--- config.mk ---
export PLATFORM = sky130hd
export DESIGN_NAME = lccbr_convert
export DESIGN_NICKNAME = d
export VERILOG_FILES = /design/src/sv/lcd_color_correct_blend_rotate_assert.svh /design/src/sv/lccbr_pkg.sv /design/src/sv/lccbr_convert.sv
export SDC_FILE = /design/constraint.sdc
export NUM_CORES = 1
export LEC_CHECK = 0
export BUFFER_PORTS_ARGS = -buffer_cell sky130_fd_sc_hd__buf_2
export CELL_PAD_IN_SITES_DETAIL_PLACEMENT = 0
export CELL_PAD_IN_SITES_GLOBAL_PLACEMENT = 2
export CORE_ASPECT_RATIO = 1.4
export CORE_UTILIZATION = 34
export DETAILED_ROUTE_END_ITERATION = 10
export PLACE_DENSITY_LB_ADDON = 0.05
export SYNTH_ARGS = -nofsm -noshare
export SYNTH_HDL_FRONTEND = slang
export SYNTH_SLANG_ARGS = --single-unit
--- constraint.sdc ---
create_clock -name vclk -period 10
set_input_delay 2 -clock vclk [all_inputs]
set_output_delay 2 -clock vclk [all_outputs]
set_load 0.005 [all_outputs]
--- src/sv/lcd_color_correct_blend_rotate_assert.svh ---
// Assertion macros shared by the frame blend RTL.
`ifndef LCD_COLOR_CORRECT_BLEND_ROTATE_ASSERT_SVH
`define LCD_COLOR_CORRECT_BLEND_ROTATE_ASSERT_SVH

`ifndef SYNTHESIS

`define LCCBR_ASSERT_IMPL(label, clk, rst, ante, cons) \
   label: assert property (@(posedge clk) disable iff (rst) (ante) |-> (cons)) \
      else $error("assertion failed: label");

`define LCCBR_ASSERT_NEXT(label, clk, rst, ante, cons) \
   label: assert property (@(posedge clk) disable iff (rst) (ante) |=> (cons)) \
      else $error("assertion failed: label");

`define LCCBR_ASSERT_NEVER(label, clk, rst, cond) \
   label: assert property (@(posedge clk) disable iff (rst) !(cond)) \
      else $error("assertion failed: label");

`else

`define LCCBR_ASSERT_IMPL(label, clk, rst, ante, cons)
`define LCCBR_ASSERT_NEXT(label, clk, rst, ante, cons)
`define LCCBR_ASSERT_NEVER(label, clk, rst, cond)

`endif

`endif

--- src/sv/lccbr_pkg.sv ---
// Types, constants and register codes of the color correct, blend and rotate block.
`default_nettype none

package lccbr_pkg;

   localparam int SCREEN_SIDE = 224;
   localparam int IMAGE_ROWS  = 144;
   localparam int BORDER      = 40;

   localparam int FRAME_DEPTH = SCREEN_SIDE * SCREEN_SIDE;
   localparam int ADDR_W      = $clog2(FRAME_DEPTH);

   localparam int PIX_W   = 12;
   localparam int NIB_W   = 4;
   localparam int COORD_W = 8;
   localparam int CHAN_W  = 8;
   localparam int SUM_W   = 9;
   // wide enough for BORDER + 255 and for SCREEN_SIDE - 1
   localparam int DEST_W  = 11;

   localparam logic [SUM_W-1:0] CLAMP_MAX = SUM_W'(480);

   localparam int CSR_IDX_W  = 2;
   localparam int CSR_DATA_W = 1;
   localparam logic [CSR_IDX_W-1:0] CSR_COLOR_EMULATION = CSR_IDX_W'(0);
   localparam logic [CSR_IDX_W-1:0] CSR_BLUR_ENABLE     = CSR_IDX_W'(1);
   localparam logic [CSR_IDX_W-1:0] CSR_ROTATED         = CSR_IDX_W'(2);

   localparam int FIFO_DEPTH = 3;
   localparam int FIFO_PTR_W = $clog2(FIFO_DEPTH);
   localparam int FIFO_CNT_W = $clog2(FIFO_DEPTH + 1);

   typedef struct packed {
      logic [CHAN_W-1:0] red;
      logic [CHAN_W-1:0] green;
      logic [CHAN_W-1:0] blue;
   } rgb_type;

   localparam int RGB_W = $bits(rgb_type);

   typedef struct packed {
      logic color_emulation;
      logic blur_enable;
      logic rotated;
   } cfg_type;

   typedef struct packed {
      rgb_type            color;
      logic [COORD_W-1:0] dest_row;
      logic [COORD_W-1:0] dest_col;
      logic               hit;
      logic [ADDR_W-1:0]  addr;
   } front_type;

   typedef struct packed {
      logic [COORD_W-1:0] dest_row;
      logic [COORD_W-1:0] dest_col;
      rgb_type            color;
   } rsp_type;

endpackage

`default_nettype wire

--- src/sv/lccbr_convert.sv ---
// Color conversion and destination placement of one request.
`default_nettype none

module lccbr_convert
   import lccbr_pkg::*;
(
   input  wire logic [PIX_W-1:0]   pixel_color,
   input  wire logic [COORD_W-1:0] src_col,
   input  wire logic [COORD_W-1:0] src_row,
   input  wire cfg_type            cfg,
   output      front_type          front
);

   localparam logic [DEST_W-1:0] SIDE_D   = DEST_W'(SCREEN_SIDE);
   localparam logic [DEST_W-1:0] ROWS_D   = DEST_W'(IMAGE_ROWS);
   localparam logic [DEST_W-1:0] BORDER_D = DEST_W'(BORDER);
   localparam logic [DEST_W-1:0] LAST_D   = DEST_W'(SCREEN_SIDE - 1);

   logic [NIB_W-1:0]  r_nib, g_nib, b_nib;
   logic [SUM_W-1:0]  r9, g9, b9;
   logic [SUM_W-1:0]  r_sum, g_sum, b_sum;
   logic [SUM_W-1:0]  r_clp, g_clp, b_clp;
   rgb_type           color;
   logic [DEST_W-1:0] col_d, row_d, drow_d, dcol_d;
   logic              src_ok;

   assign b_nib = pixel_color[NIB_W-1:0];
   assign g_nib = pixel_color[2*NIB_W-1:NIB_W];
   assign r_nib = pixel_color[3*NIB_W-1:2*NIB_W];

   assign r9 = SUM_W'(r_nib);
   assign g9 = SUM_W'(g_nib);
   assign b9 = SUM_W'(b_nib);

   // LCD correction matrix, each row sums to at most 480
   assign r_sum = r9 * SUM_W'(26) + g9 * SUM_W'(4) + b9 * SUM_W'(2);
   assign g_sum = g9 * SUM_W'(24) + b9 * SUM_W'(8);
   assign b_sum = r9 * SUM_W'(6) + g9 * SUM_W'(4) + b9 * SUM_W'(22);

   assign r_clp = (r_sum > CLAMP_MAX) ? CLAMP_MAX : r_sum;
   assign g_clp = (g_sum > CLAMP_MAX) ? CLAMP_MAX : g_sum;
   assign b_clp = (b_sum > CLAMP_MAX) ? CLAMP_MAX : b_sum;

   always_comb begin
      if (cfg.color_emulation) begin
         color.red   = r_clp[SUM_W-1:1];
         color.green = g_clp[SUM_W-1:1];
         color.blue  = b_clp[SUM_W-1:1];
      end else begin
         color.red   = {r_nib, r_nib};
         color.green = {g_nib, g_nib};
         color.blue  = {b_nib, b_nib};
      end
   end

   assign col_d = DEST_W'(src_col);
   assign row_d = DEST_W'(src_row);

   always_comb begin
      if (cfg.rotated) begin
         drow_d = LAST_D - col_d;
         dcol_d = BORDER_D + row_d;
      end else begin
         drow_d = row_d + BORDER_D;
         dcol_d = col_d;
      end
   end

   assign src_ok = (col_d < SIDE_D) && (row_d < ROWS_D);

   assign front.color    = color;
   assign front.dest_row = drow_d[COORD_W-1:0];
   assign front.dest_col = dcol_d[COORD_W-1:0];
   assign front.hit      = src_ok && (drow_d < SIDE_D) && (dcol_d < SIDE_D);
   assign front.addr     = ADDR_W'(drow_d) * ADDR_W'(SCREEN_SIDE) + ADDR_W'(dcol_d);

endmodule

`default_nettype wire

==> qor.yml <==
final-setup-viol-count: 0
synth_top_area_share_pct: 26.1
dp_hpwl_um: 7180
vias: 2865
antenna_found_initial: 0
cap_violations: 0
syn_avg_cell_area_um2: 7.98
fp.dieH_um: 114
synth-simple-area-share_pct: 13.6
grtUsageTotal_pct: 18.3
cp_cell_sequence: "buf_2 > ha_1 > ha_1 > fa_1 > inv_1 > fa_1 > inv_1 > ha_1 > nor2b_1 > o21ai_0 > a211oi_1 > a211oi_1 > nor4_4 > a21oi_1 > buf_2"
syn_to_final_growth_pct: 16.5
path_buf_inv: 4
synth_top_area_cell: "ha_1"
grt_max_degree: 31
design.seq.count: 0
n_antenna_cell: 0
leakagePower_nw: 1.93
post_cts.repair.setup_buffers: 0
relSlewSlack_pct: 59.4
drt-initial-drc-count: 45
final_util_pct: 41.3
top_level_ports: 88
gr-total-overflow: 0
synth_top_cells_by_count: "ha_1, inv_1, a21oi_1"
synth.mux.area_fraction_pct: 5.18
route.detailed.drc: 0
total_power_mw: 0.523
syn_inst: 384
cts_resized: 0
min_path_cells: 3
slowest_delay_ns: 0.54
finalHoldViolations: 0
grt_pass1_wl_um: 13500
synth_area_leaders: "ha_1, fa_1, xnor2_1"
wl_per_cell_um: 14.4
critPathArrivalTime_ns: 5.65
crit_family: "adder cells"
yosysMostFrequentCell: "ha_1"
yosys.cell_types.count: 48
dieArea_mm2: 0.00941
rows: 40
synth_compound_area_share_pct: 19.3
cts_hold_buf: 0
postRouteAntennaNets: 0
drt_first_pass_iters: 4
period_minus_slack_ns: 7.65
status: "completed"
synth_top_family_by_area: "adder cells"
synth_xor_area_share_pct: 11.4
cp_slowest_cell: "fa_1"
first_global_vias: 2938
port_buffers: 87
drive_gt1_share_pct: 21.1
dpl_cell_area_mm2: 0.00357
required_ns: 8.00
clkbuf_count: 0
design_area_mm2: 0.00357
max_slew.worst_pin.slew_ns: 0.592
core-area_mm2: 0.00866
routabilityCongestion: 0.886
crit_fanout: 7
drt-total-wl_um: 8130
crit_type: "in2out"
maxSlewViolCount: 0
ff_latch_area_um2: 0
ys_warn_count: 0
yosysSeqAreaShare_pct: 0
dieWidth_um: 82.3
start_kind: "primary input"
synth_area_mm2: 0.00307
finalCritPeriodShare_pct: 76.5
finalSetupTns_ns: 0
start_util_pct: 35.4
grt_setup_unrepaired: "no"
fin_nets: 581
cp-end-kind: "output pin"
hold_class: "in2out"
synthAdderAreaFrac_pct: 41.8
crit_cells: 15
syn_nets: 503
fill_cells: 954
peakVddDrop_mv: 0.0742
cp_common_cell: "ha_1"
max_freq_mhz: 131
vias_per_cell: 5.07
p_per_area_mw_per_mm2: 146
final timing paths:
check	start	endpoint	slack, ns
setup / recovery	pixel_color[2]	front[33]	2.35
hold / removal	src_row[3]	front[3]	4.32
placed cells by master (no fill, tap or decap), drive strengths merged, types with 4 or more instances in the layout:
master  instances
a21oi          30
o21ai          21
xnor2          28
mux2            7
mux2i           8
fa             24
nor2b           4
nor2           21
ha             64
nand3           7
nand2          25
a211oi          6
nand2b          4
xor2           12
buf            87
a21o           17
inv            55
stage by stage:
| stage | worst slack, ns | cells | hold slack [ns] |
|---|---|---|---|
| after floorplan | 2.82 | 384 | 4.06 |
| after global placement | 2.29 | 565 | 4.31 |
| after detailed placement | 2.33 | 565 | 4.32 |
| after CTS | 2.30 | 565 | 4.33 |
| after global routing | 2.07 | 565 | 4.34 |
| final | 2.35 | 565 | 4.32 |
where the power goes:
part           total, mW  internal [mW]  switching (mW)
registers              0              0               0
clock network          0              0               0
logic              0.523          0.239           0.284
total              0.523          0.239           0.284
routing by layer:
metal | share of wire, % | GRT usage, %
met2 | 57 | 38.8
met5 | 0 | 0
met4 | 0.32 | 0.468
met3 | 3.3 | 0.558
met1 | 39 | 19.9
worst min-delay path: cells and delay by family:
family,cells,cell delay (ns)
buffers and inverters,2,0.24
muxes,1,0.08
final cells by class:
| cell class | instances | area (µm²) | area share (%) |
|---|---|---|---|
| tap | 105 | 131 | 3.68 |
| inverter | 55 | 206 | 5.78 |
| multi-input combinational | 318 | 2800 | 78.4 |
| timing repair buffer | 87 | 435 | 12.2 |
kinds of logic after synthesis:
family / count (synthesis)
AOI/OAI and AO/OA: 94
adders and majority gates: 88
and+or+nand+nor: 81
buffers and inverters: 66
xor gates and xnor gates: 40
muxes: 15
Power figures use the tool's default switching activity.
