--- src/sv/lcd_color_correct_blend_rotate_assert.svh ---
// Assertion macros shared by the frame blend RTL.
`ifndef LCD_COLOR_CORRECT_BLEND_ROTATE_ASSERT_SVH
`define LCD_COLOR_CORRECT_BLEND_ROTATE_ASSERT_SVH

`ifndef SYNTHESIS

`define LCCBR_ASSERT_IMPL(label, clk, rst, ante, cons) \
   label: assert property (@(posedge clk) disable iff (rst) (ante) |-> (cons)) \
      else $error("assertion failed: label");

`define LCCBR_ASSERT_NEXT(label, clk, rst, ante, cons) \
   label: assert property (@(posedge clk) disable iff (rst) (ante) |=> (cons)) \
      else $error("assertion failed: label");

`define LCCBR_ASSERT_NEVER(label, clk, rst, cond) \
   label: assert property (@(posedge clk) disable iff (rst) !(cond)) \
      else $error("assertion failed: label");

`else

`define LCCBR_ASSERT_IMPL(label, clk, rst, ante, cons)
`define LCCBR_ASSERT_NEXT(label, clk, rst, ante, cons)
`define LCCBR_ASSERT_NEVER(label, clk, rst, cond)

`endif

`endif

--- src/sv/lccbr_pkg.sv ---
// Types, constants and register codes of the color correct, blend and rotate block.
`default_nettype none

package lccbr_pkg;

   localparam int SCREEN_SIDE = 224;
   localparam int IMAGE_ROWS  = 144;
   localparam int BORDER      = 40;

   localparam int FRAME_DEPTH = SCREEN_SIDE * SCREEN_SIDE;
   localparam int ADDR_W      = $clog2(FRAME_DEPTH);

   localparam int PIX_W   = 12;
   localparam int NIB_W   = 4;
   localparam int COORD_W = 8;
   localparam int CHAN_W  = 8;
   localparam int SUM_W   = 9;
   // wide enough for BORDER + 255 and for SCREEN_SIDE - 1
   localparam int DEST_W  = 11;

   localparam logic [SUM_W-1:0] CLAMP_MAX = SUM_W'(480);

   localparam int CSR_IDX_W  = 2;
   localparam int CSR_DATA_W = 1;
   localparam logic [CSR_IDX_W-1:0] CSR_COLOR_EMULATION = CSR_IDX_W'(0);
   localparam logic [CSR_IDX_W-1:0] CSR_BLUR_ENABLE     = CSR_IDX_W'(1);
   localparam logic [CSR_IDX_W-1:0] CSR_ROTATED         = CSR_IDX_W'(2);

   localparam int FIFO_DEPTH = 3;
   localparam int FIFO_PTR_W = $clog2(FIFO_DEPTH);
   localparam int FIFO_CNT_W = $clog2(FIFO_DEPTH + 1);

   typedef struct packed {
      logic [CHAN_W-1:0] red;
      logic [CHAN_W-1:0] green;
      logic [CHAN_W-1:0] blue;
   } rgb_type;

   localparam int RGB_W = $bits(rgb_type);

   typedef struct packed {
      logic color_emulation;
      logic blur_enable;
      logic rotated;
   } cfg_type;

   typedef struct packed {
      rgb_type            color;
      logic [COORD_W-1:0] dest_row;
      logic [COORD_W-1:0] dest_col;
      logic               hit;
      logic [ADDR_W-1:0]  addr;
   } front_type;

   typedef struct packed {
      logic [COORD_W-1:0] dest_row;
      logic [COORD_W-1:0] dest_col;
      rgb_type            color;
   } rsp_type;

endpackage

`default_nettype wire

--- src/sv/lccbr_rsp_if.sv ---
// Response channel: destination position and final color.
`default_nettype none

interface lccbr_rsp_if
   import lccbr_pkg::*;
();
   logic               valid;
   logic               ready;
   logic [COORD_W-1:0] dest_row;
   logic [COORD_W-1:0] dest_col;
   logic [CHAN_W-1:0]  red;
   logic [CHAN_W-1:0]  green;
   logic [CHAN_W-1:0]  blue;

   modport source (output valid, output dest_row, output dest_col, output red,
                   output green, output blue, input ready);
   modport sink   (input valid, input dest_row, input dest_col, input red,
                   input green, input blue, output ready);
endinterface

`default_nettype wire

--- src/sv/lccbr_out_fifo.sv ---
// Small response queue that decouples the pipeline from the response channel.
`default_nettype none
`include "lcd_color_correct_blend_rotate_assert.svh"

module lccbr_out_fifo
   import lccbr_pkg::*;
(
   input  wire logic                  clock,
   input  wire logic                  reset,
   input  wire logic                  push,
   input  wire rsp_type               push_data,
   output      logic [FIFO_CNT_W-1:0] count,
   lccbr_rsp_if.source                rsp_bus
);

   localparam logic [FIFO_PTR_W-1:0] LAST_PTR = FIFO_PTR_W'(FIFO_DEPTH - 1);
   localparam logic [FIFO_CNT_W-1:0] FULL_CNT = FIFO_CNT_W'(FIFO_DEPTH);

   rsp_type               data_ff [FIFO_DEPTH];
   logic [FIFO_PTR_W-1:0] wr_ptr_ff, wr_ptr_in;
   logic [FIFO_PTR_W-1:0] rd_ptr_ff, rd_ptr_in;
   logic [FIFO_CNT_W-1:0] count_ff, count_in;
   logic                  pop;
   rsp_type               head;

   assign head = data_ff[rd_ptr_ff];
   assign pop  = rsp_bus.valid && rsp_bus.ready;

   assign rsp_bus.valid    = (count_ff != '0);
   assign rsp_bus.dest_row = head.dest_row;
   assign rsp_bus.dest_col = head.dest_col;
   assign rsp_bus.red      = head.color.red;
   assign rsp_bus.green    = head.color.green;
   assign rsp_bus.blue     = head.color.blue;
   assign count            = count_ff;

   always_comb begin
      wr_ptr_in = wr_ptr_ff;
      rd_ptr_in = rd_ptr_ff;
      count_in  = count_ff;
      if (push) begin
         wr_ptr_in = (wr_ptr_ff == LAST_PTR) ? '0 : wr_ptr_ff + 1'b1;
      end
      if (pop) begin
         rd_ptr_in = (rd_ptr_ff == LAST_PTR) ? '0 : rd_ptr_ff + 1'b1;
      end
      if (push && !pop) begin
         count_in = count_ff + 1'b1;
      end else if (pop && !push) begin
         count_in = count_ff - 1'b1;
      end
   end

   always_ff @(posedge clock) begin
      if (reset) begin
         wr_ptr_ff <= '0;
         rd_ptr_ff <= '0;
         count_ff  <= '0;
      end else begin
         wr_ptr_ff <= wr_ptr_in;
         rd_ptr_ff <= rd_ptr_in;
         count_ff  <= count_in;
      end
   end

   always_ff @(posedge clock) begin
      if (push) begin
         data_ff[wr_ptr_ff] <= push_data;
      end
   end

   `LCCBR_ASSERT_NEVER(a_fifo_no_overflow, clock, reset, push && !pop && count_ff == FULL_CNT)
   `LCCBR_ASSERT_IMPL(a_fifo_count_bound, clock, reset, 1'b1, count_ff <= FULL_CNT)
   `LCCBR_ASSERT_NEXT(a_fifo_drain, clock, reset, pop && !push, count_ff == $past(count_ff) - 1'b1)

endmodule

`default_nettype wire

--- src/flat_wrapper.sv ---
// flat-port wrapper written by rule: the top's interface ports become plain ports
module lccbr_out_fifo_flat import lccbr_pkg::*;
  (clock, reset, push, push_data, count, rsp_bus_valid, rsp_bus_dest_row, rsp_bus_dest_col, rsp_bus_red, rsp_bus_green, rsp_bus_blue, rsp_bus_ready);
  lccbr_rsp_if rsp_bus_i ();
  input  wire logic clock;
  input  wire logic reset;
  input  wire logic push;
  input  wire rsp_type push_data;
  output      logic [FIFO_CNT_W-1:0] count;
  output wire logic [$bits(rsp_bus_i.valid)-1:0] rsp_bus_valid;
  output wire logic [$bits(rsp_bus_i.dest_row)-1:0] rsp_bus_dest_row;
  output wire logic [$bits(rsp_bus_i.dest_col)-1:0] rsp_bus_dest_col;
  output wire logic [$bits(rsp_bus_i.red)-1:0] rsp_bus_red;
  output wire logic [$bits(rsp_bus_i.green)-1:0] rsp_bus_green;
  output wire logic [$bits(rsp_bus_i.blue)-1:0] rsp_bus_blue;
  input wire logic [$bits(rsp_bus_i.ready)-1:0] rsp_bus_ready;
  assign rsp_bus_valid = rsp_bus_i.valid;
  assign rsp_bus_dest_row = rsp_bus_i.dest_row;
  assign rsp_bus_dest_col = rsp_bus_i.dest_col;
  assign rsp_bus_red = rsp_bus_i.red;
  assign rsp_bus_green = rsp_bus_i.green;
  assign rsp_bus_blue = rsp_bus_i.blue;
  assign rsp_bus_i.ready = rsp_bus_ready;
  lccbr_out_fifo u_core (.clock(clock), .reset(reset), .push(push), .push_data(push_data), .count(count), .rsp_bus(rsp_bus_i));
endmodule
--- config.mk ---
export PLATFORM = sky130hd
export DESIGN_NAME = lccbr_out_fifo_flat
export DESIGN_NICKNAME = d
export VERILOG_FILES = /design/src/sv/lccbr_pkg.sv /design/src/sv/lccbr_rsp_if.sv /design/src/sv/lccbr_out_fifo.sv /design/src/flat_wrapper.sv
export VERILOG_INCLUDE_DIRS = /design/src /design/src/sv
export SDC_FILE = /design/constraint.sdc
export NUM_CORES = 1
export LEC_CHECK = 0
export BUFFER_PORTS_ARGS = -buffer_cell sky130_fd_sc_hd__buf_2
export CORE_ASPECT_RATIO = 1.25
export CORE_MARGIN = 5
export CORE_UTILIZATION = 49
export DETAILED_ROUTE_END_ITERATION = 8
export PLACE_DENSITY = 0.74
export SYNTH_ARGS = -nofsm -noshare
export SYNTH_HDL_FRONTEND = slang
export SYNTH_SLANG_ARGS = --single-unit
export TNS_END_PERCENT = 30
--- constraint.sdc ---
create_clock -name clock -period 3.6 [get_ports clock]
set_clock_uncertainty 0.1 [all_clocks]
set_input_delay 0 -clock clock [delete_from_list [all_inputs] [get_ports clock]]
set_output_delay 0 -clock clock [all_outputs]
set_load 0.01 [all_outputs]
==> results of run 1 <==
==> metal layers <==
layer,GRT usage,routed length (um),vias to the layer above
li1,-,-,1353
met1,0.1735,3448,1285
met2,0.2875,4766,72
met3,0.06279,490,13
met4,0.07013,171,0
met5,0,0,-
==> flip-flops by register name, indices dropped and copies added (netlist names), named ones only <==
register	flops
u_core.rd_ptr_ff	2
u_core.count	2
u_core.data_ff	120
u_core.wr_ptr_ff	2
==> cell families after synthesis <==
| group | share of synthesized area |
|---|---|
| AO/OA/AOI/OAI | 0.05233 |
| XOR/XNOR | 0.003700 |
| adder cells (fa/ha/maj) | 0.002642 |
| buffers and inverters | 0.01533 |
| flip-flops | 0.7949 |
| multiplexers | 0.08457 |
| AND/OR/NAND/NOR | 0.04651 |
==> worst register-to-register path, delay by kind of cell, from the launching register on <==
kind          cells  cell delay, ns
simple gates      2            1.05
flops             1            0.40
==> power by group through the flow <==
| stage | Combinational [mW] | Clock, mW | Sequential, mW |
|---|---|---|---|
| 2_1_floorplan | 0.418 | 0 | 1.78 |
| 3_3_place_gp | 0.618 | 0 | 1.82 |
| 3_5_place_dp | 0.629 | 0 | 1.82 |
| 4_1_cts | 0.674 | 1.68 | 1.79 |
| 5_1_grt | 0.735 | 1.75 | 1.80 |
| 6_report | 0.667 | 1.65 | 1.79 |
==> area by class of cell <==
type / instances / area [um^2]
sequential: 128 / 3766
multi-input combinational: 143 / 918.4
clock buffer: 19 / 442.9
timing repair buffer: 133 / 893.4
clock inverter: 13 / 143.9
tap: 126 / 157.7
fill: 649 / 3233
inverter: 1 / 3.754
==> cell usage in the layout (no fill, tap or decap), types with 2 or more instances in the layout <==
master         netlist  routed
buf_4                4       3
edfxtp_1           120     120
nand2_1             43      43
clkbuf_16            0      17
nor2_1               3       2
dfxtp_2              0       2
clkinv_2             0       7
or3_1                2       2
xor2_1               2       2
bufinv_16            0       3
dfxtp_1              8       6
dlygate4sd3_1        0      44
o21ai_0             41      41
a21oi_1              3       3
mux2i_1             40      40
buf_2                1      86
clkinvlp_4           0       2
==> final timing paths <==
| path | depth (start not counted) | startpoint | to |
|---|---|---|---|
| max | 4 | register | rsp_bus_dest_row[2] |
| min | 2 | push_data[27] | u_core.data_ff[1][27]$_DFFE_PP_ |
| max reg2reg | 2 | u_core.wr_ptr_ff[1]$_SDFFE_PP0P_ | u_core.data_ff[2][19]$_DFFE_PP_ |
| min reg2reg | 2 | u_core.rd_ptr_ff[0]$_SDFFE_PP0P_ | register |
==> stage by stage <==
stage / area, um^2 / hold slack (ns) / worst slack, ns / instances / utilization
after global placement: 5299 / 0.09928 / 1.649 / 487 / 0.5543
final: 6326 / 0.2368 / 1.388 / 563 / 0.6618
after detailed placement: 5299 / 0.1052 / 1.610 / 487 / 0.5543
after floorplan: 4740 / -0.03302 / 0.9524 / 286 / -
after global routing: 6326 / 0.2312 / 1.206 / 563 / 0.6618
after CTS: 6326 / 0.2118 / 1.356 / 563 / 0.6618
==> flow_summary.toml, run 1 <==
[logic_synthesis]
synth_edf_count = 120
synth_cells = 286
synth_flop_cell = "edfxtp_1"
synth.avg_cell_area_um2 = 16.55
synthArstFlopShare = 0
synth.top_cells.by_area = "edfxtp_1, mux2i_1, o21ai_0"
ys_seq_area_frac = 0.7949
syn-cell-area_um2 = 4735
yosysTopAreaCellShare = 0.7611
synth_cell_type_count = 22
yosysMostFrequentCell = "edfxtp_1"
synth.yosys.warnings = 0
yosys.area.top_type = "edfxtp_1"
synth.net_count = 331
ys_ff_latch = 128
yosys-top-cells-count = "edfxtp_1, nand2_1, o21ai_0"

[global_route]
grt_max_degree = 55
grt_util_all_layers = 0.1634
grt_antenna_before_repair = 0
grt_pass1_wl_mm = 14.43
grt_pass1_vias = 2973
grt_overflow = 0

[placement]
port_buffers = 86
gp_congestion = 0.7053
dp_hpwl_mm = 5.241

[clock_tree]
tritoncts = "done"
cts_buffers = 17
hold_buffers = 44
cts_sinks = 128
path_clk_slew_ns = 0.05
clock_latency_ns = 0.40
ctsRootBufferMaster = "clkbuf_16"
ctsResizeCount = 0
htree_num_levels = 4
post_cts_buffers = 0
clock_tree.buffer_depth = 2

[run]
cap_violations = 0

[drt]
first_pass_iters = 4
routed_wl_mm = 8.876
antenna_left = 0
vias_per_cell = 4.837
vias = 2723
drt_first_iter_violations = 84
drcViolationCount = 0
wl_per_cell_um = 15.77

[die]
ios = 87
die_w_um = 97.92
fp.coreArea_um2 = 9559
num_rows = 40
initial_core_util = 0.4953
die_h_um = 119.9
fp.dieArea_um2 = 11740

[outcome]
status = "completed"

[setup_path]
path_buf_inv = 2
rrSetupSlack_ns = 1.64
path_max_fanout = 29
worstPathArrival_ns = 2.11
slowest_stage = "dfxtp_2"
cp_slowest_stage_delay_ns = 0.55
cpLargestDelayFamily = "buffers and inverters"
end_kind = "primary output"
crit_type = "reg2out"
cp-start-kind = "register"
crit_required_ns = 3.50
path_cells = "buf_4 > mux2i_1 > o21ai_0 > buf_2"

[timing]
finalCritPeriodShare = 0.6144
period_needed_ns = 2.212
setup_violations = 0
slew_headroom = 0.1712
maxSlewViolCount = 0
max_slew.worst_pin.slew_ns = 1.240
final.setup.tns_ns = 0
hold_viol = 0
grt_setup_unrepaired = "false"
fmaxAchievable_ghz = 0.4521

[power_and_ir_drop]
swShare = 0.2412
seqPwrFrac = 0.436
powerDensity_nw_per_um2 = 649.6
p_int_mw = 3.118
p_switching_mw = 0.9911
leakagePower_nw = 2.248
clockPowerShare = 0.401
power_mw = 4.109
ir_drop_uv = 423.2
pwr-share-comb = 0.162

[cells_and_area]
num_antenna_cells = 0
finalNetCount = 469
syn_to_final_growth_pct = 33.62
layout-drive-gt1-share = 0.2929

[hold_path]
hp-class = "in2reg"
No activity file was read; power rests on OpenSTA's default activity.
==> inputs of run 2 (changes only) <==
==> constraint.sdc (replaced) <==
create_clock -name clock -period 2 [get_ports clock]
set_clock_uncertainty 0.1 [all_clocks]
set_input_delay 0 -clock clock [delete_from_list [all_inputs] [get_ports clock]]
set_output_delay 0 -clock clock [all_outputs]
set_load 0.01 [all_outputs]
==> flow_summary.toml, run 2 (synthesized netlist as in run 1, its figures left out) <==
[clock_tree]
cts_buffers = 17
cts_sinks = 128
ctsRootBufferMaster = "clkbuf_16"
path_clk_slew_ns = 0.05
post_cts_buffers = 0
tritoncts = "done"
clock_latency_ns = 0.40
htree_num_levels = 4
clock_tree.buffer_depth = 2

[timing]
maxSlewViolCount = 0
period_needed_ns = 1.780
setup_violations = 0
max_slew.worst_pin.slew_ns = 0.5610
final.setup.tns_ns = 0
slew_headroom = 0.6260
finalCritPeriodShare = 0.8902
hold_viol = 0
grt_setup_unrepaired = "false"
worst_slack_ns = 0.2195
fmaxAchievable_ghz = 0.5616

[power_and_ir_drop]
leakagePower_nw = 2.310
powerDensity_nw_per_um2 = 1153
ir_drop_uv = 881.3

[setup_path]
crit_type = "reg2out"
end_kind = "primary output"
path_max_fanout = 29
rrSetupSlack_ns = 0.26
cp-start-kind = "register"
crit_required_ns = 1.90
path_cells = "buf_4 > nand2_1 > o21ai_0 > buf_2"
cp_slowest_stage_delay_ns = 0.69
path_buf_inv = 2
crit_end = "rsp_bus_blue[0]"
cpLargestDelayFamily = "flip-flops"
reg2regPathDepth = 4
timing.rr.start = "u_core.count[0]$_SDFFE_PP0P_"
path_depth = 4
slowest_stage = "dfxtp_2"
worstPathArrival_ns = 1.68

[cells_and_area]
multiInputGateArea_um2 = 918.4
num_antenna_cells = 0
stdcell_count = 570
regMostFlops = "u_core.data_ff"
layout_common_cells = "edfxtp_1, buf_2, dlygate4sd3_1"
finalNetCount = 476
fillers = 650
fin_util = 0.6724
largest_register_ffs = 120
final_common_cell = "edfxtp_1"
layout-drive-gt1-share = 0.3063
syn_to_final_growth_pct = 35.76
seq_area_um2 = 3766

[drt]
drcViolationCount = 0
routed_wl_mm = 8.892
antenna_left = 0
vias_per_cell = 4.851
drt_first_iter_violations = 158
wl_per_cell_um = 15.60
first_pass_iters = 5
vias = 2765

[placement]
dp_worst_setup_slack_ns = 0.4800
placed_cells = 494
gp_congestion = 0.7335
port_buffers = 86
dp_hpwl_mm = 5.524

[die]
die_w_um = 97.92
fp.dieArea_um2 = 11740
initial_core_util = 0.4953
ios = 87
die_h_um = 119.9
fp.coreArea_um2 = 9559
num_rows = 40

[hold_path]
hp-class = "in2reg"

[outcome]
status = "completed"

[global_route]
grt_pass1_wl_mm = 14.21
grt_antenna_before_repair = 0
grt_max_degree = 41
grt_overflow = 0
grt_util_all_layers = 0.1587
grt_pass1_vias = 2860

[run]
cap_violations = 0
## run 2: changes by cell type in the layout (fill, tap and decap cells not counted), sizes merged
cell | before | now
buf | 89 | 96
bufinv | 3 | 0
clkbuf | 19 | 25
clkinv | 8 | 4
clkinvlp | 2 | 0
inv | 1 | 4
## run 2: worst register-to-register path, cell delays in order, from the launching register on
cell	delay [ns]
dfxtp_1	0.42
o21ai_2	0.11
or3b_1	0.37
a21oi_2	0.11
dlygate4sd3_1	0.57
## run 2: report_power, final
group | total (mW) | internal [mW] | switching, mW
clock | 2.96 | 1.93 | 1.03
sequential | 3.18 | 3.09 | 0.0840
combinational | 1.27 | 0.587 | 0.687
total | 7.41 | 5.61 | 1.80
## run 2: cell type report
class,count,share of cell area
inverter,1,0.0005840
tap,126,0.02453
clock buffer,25,0.08702
multi-input combinational,143,0.1429
timing repair buffer,140,0.1530
clock inverter,7,0.006035
sequential,128,0.5859
## run 2: how the worst min path moves through the flow
stage                        from                              end  slack [ns]  depth (start not counted)
floorplan                   reset                         register       -0.03                          1
detailed placement  push_data[30]  u_core.data_ff[1][30]$_DFFE_PP_        0.11                          1
global placement     push_data[8]   u_core.data_ff[2][8]$_DFFE_PP_         0.1                          1
finish              push_data[31]  u_core.data_ff[0][31]$_DFFE_PP_        0.22                          2
CTS                 push_data[31]  u_core.data_ff[0][31]$_DFFE_PP_        0.21                          2
global route         push_data[4]   u_core.data_ff[0][4]$_DFFE_PP_        0.23                          2
## run 2: per-stage QoR
step | hold WS, ns | power [mW] | instance area, um^2
after detailed placement | 0.1057 | 4.455 | 5389
after CTS | 0.2125 | 7.490 | 6427
after floorplan | -0.03302 | 3.961 | 4748
after global routing | 0.2278 | 7.739 | 6427
final | 0.2226 | 7.411 | 6427
after global placement | 0.09981 | 4.424 | 5389
## run 2: timing repair
action,4_1_cts,5_1_grt
hold endpoints to repair,128,0
hold buffers,44,0
resized for setup,0,0
## run 2: metal layers
metal,track usage,up-vias,part of all wire
met2,0.2756,82,0.54
li1,-,1366,-
met3,0.05698,9,0.054
met4,0.05974,0,0.012
met1,0.1785,1308,0.40
met5,0,-,0
